## src/hw/rtl/bpca_ram.sv

```systemverilog
// Generic single-port-write, single-port-read RAM with registered read data.
module bpca_ram #(
    parameter int unsigned WIDTH = 48,
    parameter int unsigned DEPTH = 64
) (
    input  logic                     clk,
    input  logic                     we,
    input  logic [$clog2(DEPTH)-1:0] waddr,
    input  logic [WIDTH-1:0]         wdata,
    input  logic [$clog2(DEPTH)-1:0] raddr,
    output logic [WIDTH-1:0]         rdata
);
    logic [WIDTH-1:0] mem [DEPTH];

    always_ff @(posedge clk)
    begin
        if (we)
        begin
            mem[waddr] <= wdata;
        end
        rdata <= mem[raddr];
    end
endmodule

```

## src/hw/rtl/bpca_lane.sv

```systemverilog
// One lane: a column of row-indexed sums, updated with +1 or -1 per row step.
module bpca_lane #(
    parameter int unsigned ROWS      = 64,
    parameter int unsigned SUM_WIDTH = 48
) (
    input  logic                        clk,
    input  logic                        wr_en,
    input  logic                        clear_en,
    input  logic [$clog2(ROWS)-1:0]     waddr,
    input  logic                        minus,
    input  logic [SUM_WIDTH-1:0]        old_sum,
    input  logic [$clog2(ROWS)-1:0]     raddr,
    output logic [SUM_WIDTH-1:0]        rdata
);
    logic [SUM_WIDTH-1:0] wdata;

    // Sums cannot overflow since the sample count is limited.
    assign wdata = clear_en ? '0 :
                   (minus ? old_sum - SUM_WIDTH'(1) : old_sum + SUM_WIDTH'(1));

    bpca_ram #(.WIDTH(SUM_WIDTH), .DEPTH(ROWS)) u_ram (
        .clk   (clk),
        .we    (wr_en || clear_en),
        .waddr (waddr),
        .wdata (wdata),
        .raddr (raddr),
        .rdata (rdata)
    );
endmodule

```

## config.mk

```make
export PLATFORM = sky130hd
export DESIGN_NAME = bpca_lane
export DESIGN_NICKNAME = d
export VERILOG_FILES = /design/src/hw/rtl/bpca_ram.sv /design/src/hw/rtl/bpca_lane.sv
export SDC_FILE = /design/constraint.sdc
export NUM_CORES = 2
export LEC_CHECK = 0
export BUFFER_PORTS_ARGS = -buffer_cell sky130_fd_sc_hd__buf_4
export CORE_UTILIZATION = 25
export CTS_BUF_LIST = sky130_fd_sc_hd__clkbuf_16
export DETAILED_ROUTE_END_ITERATION = 10
export SLEW_MARGIN = 20
export SYNTH_ARGS = -nofsm -noshare
export SYNTH_HDL_FRONTEND = slang
export SYNTH_SLANG_ARGS = --single-unit
```

## constraint.sdc

```tcl
create_clock -name clk -period 7.84 [get_ports clk]
set_input_delay 0.392 -clock clk [delete_from_list [all_inputs] [get_ports clk]]
set_output_delay 0.392 -clock clk [all_outputs]
set_load 0.01 [all_outputs]
```

# Yosys cells after proc, flatten, opt, wreduce, memory -nomap -nowiden
# Memory sizes are Yosys's and may differ from the RTL's. A register that Yosys moved wholly into a read port is not among the register bits.
# Index checks and enable logic that the tools add are counted.
[word_totals]
register_bits = 0
latchBits = 0
ramBits = 3072
mem_bits_ro = 0
output_inout_bits = 48
word_cells = 8
n_memories = 1
[op_classes]
n_addsub = 2
mul = 0
div_mod_pow = 0
order_cmp = 0
eq_ne = 0
shift = 0
muxes = 4
bitwise = 0
reduce_logical = 1
[mem_list]
columns = ["memory", "depth", "word_bits", "rd", "rd_clocked_by_memory_dff", "write_ports", "line_no", "text"]
rows = [
  ["u_ram.mem", 64, 48, 1, 1, 1, "bpca_ram.sv:13", "logic [WIDTH-1:0] mem [DEPTH];"],
]
[ops]
columns = ["cell", "n"]
rows = [
  ["$mux W48", 2],
  ["$add A48 B1 Y48 const B", 1],
  ["$sub A48 B1 Y48 const B", 1],
  ["$mux W1", 2],
  ["$logic_or A1 B1 Y1", 1],
]

# Logic depth before layout (Yosys ltp)
[depth]
word_depth = 3
ltp_mapped = 11

# Modules after synthesis
# A second synthesis with hierarchy kept.
[unflattened]
hier_cells = 5451
hier_area_um2 = 120279.1
[modules_own_cells]
columns = ["module", "instances", "cells_each", "area_each_um2"]
rows = [
  ["bpca_ram", 1, 4970, 117117.3],
  ["bpca_lane", 1, 481, 3161.8],
]

# Worst setup path after synthesis
# Ideal clock, no wire load.
[synth_path]
path_type = "input-to-reg"
start = "in minus"
end = "mem u_ram.mem[0][24] (data pin)"
setup_time_ps = 712
arrival_time_ps = 4878
required_time_ps = 7128
slack_ps = 2251
cell_stages = 10
n_path_buf = 0
cell_sequence = "fa_1 > a21oi_1 > o22ai_1 > o21ai_0 > a211oi_1 > o311ai_0 > a21boi_0 > o21ai_0 > a21oi_1 > nor3b_1"
[synth_between]
elab_chain_len = 2
[synth_rtl]
columns = ["element", "line_no", "text"]
rows = [
  ["start: declaration", "bpca_lane.sv:10", "input logic minus,"],
  ["$mux W48", "bpca_lane.sv:19", "(minus ? old_sum - SUM_WIDTH'(1) : old_sum + SUM_WIDTH'(1));"],
  ["$mux W48", "bpca_lane.sv:18", "assign wdata = clear_en ? '0 :"],
  ["via u_ram.wdata[24]", "bpca_ram.sv:9", "input logic [WIDTH-1:0] wdata,"],
  ["end: declaration", "bpca_ram.sv:13", ""],
]
# The timed path passes the listed nets, and every way through them passes these cells.

# Final worst setup path
[layout_path]
start = "in minus"
end = "mem u_ram.mem[33][41] (data pin)"
# Same word-level chain as after synthesis.

==> qor.yml <==
critical_path:
  cp.arrival_ns: 4.72
  crit_buf_inv: 2
  ff2ff_path_depth: 6
  rrSetupSlack_ns: 4.91
  crit_family: "simple AND/OR/NAND/NOR gates"
  crit_required_ns: 8.44
  slowest_stage: "xnor2_1"
  crit_type: "in2reg"
  cpMostUsedCell: "o21ai_0"
  worstSetupStartpoint: "minus"
  cpPeakStageDelay_ns: 1.02
  path_cells: "buf_4, ha_1, nand2_1, nor4_1, nor3_1, nand3_1, o21a_1, o21ai_0, o21ai_0, xnor2_1, nor2_4, buf_16"
  cp-start-kind: "input port"
  end_kind: "flip-flop"
  r2r_start: "u_ram.mem[5][16]$_DFFE_PP_"
  path_max_fanout: 48
  reg2reg_to: "u_ram.rdata[16]$_DFF_P_"
cells_and_area:
  drive_gt1_share_pct: 33.4
  regArea_um2: 93200
  fin_util_pct: 29.5
  fillCellCount: 45900
  final_nets: 5478
  syn2layout_area_growth_pct: 17.4
  multi_input_area_um2: 26900
global_routing:
  grt_pass1_vias: 57500
  grt_max_degree: 114
  overflow: 0
  antenna_found_initial: 24
  track_usage_pct: 13.6
  grt_pass1_wl_um: 466000
timing:
  fin_crit_sh_pct: 52.6
  finalSetupTns_ns: 0
  setup_slack_ns: 3.72
  layout_min_cycle_time_ns: 4.12
  worst_pin_slew_ns: 1.29
  hold_viol_final: 0
  rsz0062_at_grt: "false"
  slew_violations: 0
  setup-violations-final: 0
  fmax_ghz: 0.243
  fin_skew_ns: 0.0433
  relSlewSlack_pct: 13.5
cts:
  cts_htree_levels: 5
  cts-buffers-inserted: 316
  clk_pin_slew_worst_paths_ns: 0.06
  clk_path_buf_depth: 4
  clock-sinks: 3120
  postCtsSetupBuffers: 0
  clock_latency_ns: 0.90
  cts_tree: "done"
  cts_resized: 0
  cts-root-buf: "clkbuf_16"
  hold_buffers: 0
pwr:
  p_sw_mw: 8.11
  p_clk_share_pct: 40.8
  p_per_area_nw_per_um2: 258
  peakVddDrop_v: 0.000169
  pwr-share-comb_pct: 6.9
  p_leak_nw: 38.9
  seq_power_share_pct: 52.3
  netSwitchingFraction_pct: 22.3
  intPower_mw: 28.3
place:
  dpl_worst_slack_ns: 2.87
  hpwl_um: 184000
  portBuffers: 111
  place_congestion: 0.814
yosys:
  synth_most_common_cell: "edfxtp_1"
  synthTopCellsByCount: "edfxtp_1, mux4_2, clkbuf_1, nor2_1, buf_2"
  syn_area_um2: 120000
  synth_seq_area_share_pct: 77.4
  ys_types: 61
  ys_seq_elements: 3120
  yosys.area.top_type: "edfxtp_1"
  synth_top_cell_area_share_pct: 76.6
  synth.area.top_cells: "edfxtp_1, mux4_2, dfxtp_1"
  synth_flop_cell: "edfxtp_1"
  syn_area_per_cell_um2: 24.1
  synth_warnings: 0
  async_flop_share_pct: 0
  syn_inst: 4992
  synth_nets: 5103
  synth_edf_count: 3072
run:
  cap_viol_max_count: 0
routing:
  drt_wl_total_um: 340000
  drt_iter0_drc: 7466
  avgRoutedWirePerCell_um: 28.2
  ant_nets: 0
  drtPass1Iterations: 5
  avgViaCountPerCell: 4.78
  post-route-drc-count: 0
  vias: 57600
status:
  status: "complete, no violations"
hold_path:
  hold_end: "u_ram.mem[49][23]$_DFFE_PP_"
  min_from: "waddr[1]"
  hold_path_class: "in2reg"
  hold-path-cell-count: 3
floorplan:
  fp.coreArea_um2: 479000
  start_util_pct: 25.1
  row_count: 254
  die_w_um: 696
  io_pins: 112
  dieArea_um2: 484000
  die_y_um: 696
cells in the final DEF (no fill, tap or decap), types with 26 or more instances in the layout:
| master | Yosys | final |
|---|---|---|
| clkinv_2 | 0 | 50 |
| nand2_1 | 50 | 50 |
| clkbuf_16 | 0 | 322 |
| buf_12 | 0 | 29 |
| nor2_1 | 137 | 36 |
| edfxtp_1 | 3072 | 3072 |
| nor2_4 | 0 | 101 |
| a211oi_1 | 43 | 43 |
| a21oi_1 | 67 | 65 |
| a21o_1 | 26 | 26 |
| ha_1 | 46 | 46 |
| inv_1 | 12 | 57 |
| clkinv_1 | 0 | 75 |
| buf_4 | 1 | 281 |
| nor2b_1 | 28 | 27 |
| bufinv_16 | 0 | 30 |
| mux4_2 | 984 | 984 |
| dfxtp_1 | 48 | 48 |
kinds of logic (layout without fill, tap and decap cells):
logic type	Yosys count	in the layout	synth area share (%)
muxes	1006	1006	18.6
xor gates and xnor gates	39	39	0.284
adders and majority gates	47	47	0.495
DFF	3120	3120	77.4
buffers and inverters	280	902	0.954
other	0	22	0
AOI/OAI and AO/OA	211	211	1.16
and+or+nand+nor	289	289	1.11
state kept, by name (all words and copies together) (netlist names):
signal	cells
u_ram.rdata	48
u_ram.mem	3072
worst min-delay path, delay by kind of cell:
family,cells,cell delay (ns)
buffers and inverters,2,0.39
AND/OR/NAND/NOR,1,0.10
metrics by stage:
stage / std cells / power (mW) / area, um2 / hold slack, ns
6_report: 12000 / 36.4 / 141000 / 0.223
5_1_grt: 12000 / 37.4 / 141000 / 0.191
4_1_cts: 12000 / 36.6 / 141000 / 0.153
3_5_place_dp: 11400 / 21.9 / 131000 / 0.789
3_3_place_gp: 11400 / 21.8 / 131000 / 0.798
2_1_floorplan: 4992 / 20.8 / 120000 / 0.696
power groups by stage:
stage / Sequential (mW) / Clock (mW) / Combinational (mW)
6_report: 19.0 / 14.9 / 2.53
5_1_grt: 19.0 / 15.7 / 2.67
4_1_cts: 19.1 / 15.1 / 2.46
3_5_place_dp: 19.4 / 0 / 2.45
3_3_place_gp: 19.4 / 0 / 2.36
2_1_floorplan: 19.4 / 0 / 1.36
how the worst max path moves through the flow:
stage | end | slack (ns) | cells past startpoint
2_1_floorplan | u_ram.mem[0][24]$_DFFE_PP_ | 2.25 | 10
3_3_place_gp | u_ram.mem[36][44]$_DFFE_PP_ | 2.94 | 11
3_5_place_dp | u_ram.mem[5][41]$_DFFE_PP_ | 2.87 | 11
4_1_cts | u_ram.mem[48][41]$_DFFE_PP_ | 3.80 | 11
5_1_grt | u_ram.mem[4][40]$_DFFE_PP_ | 3.51 | 12
6_report | u_ram.mem[33][41]$_DFFE_PP_ | 3.72 | 12
layout make-up:
type                            count  area share, %
Antenna cell                       22         0.0390
Clock buffer                      322           5.70
Clock inverter                    243           1.42
Inverter                           12         0.0319
Multi-Input combinational cell   1592           19.0
Sequential cell                  3120           66.0
Tap cell                         6400           5.67
Timing Repair Buffer              325           2.16
layer usage:
| metal | part of all wire, % | global-route usage [%] |
|---|---|---|
| met1 | 40 | 18.4 |
| met3 | 8.2 | 2.21 |
| met5 | 0 | 0 |
| met4 | 2.5 | 3.53 |
| met2 | 49 | 22.7 |
(Power assumes the default switching activity.)
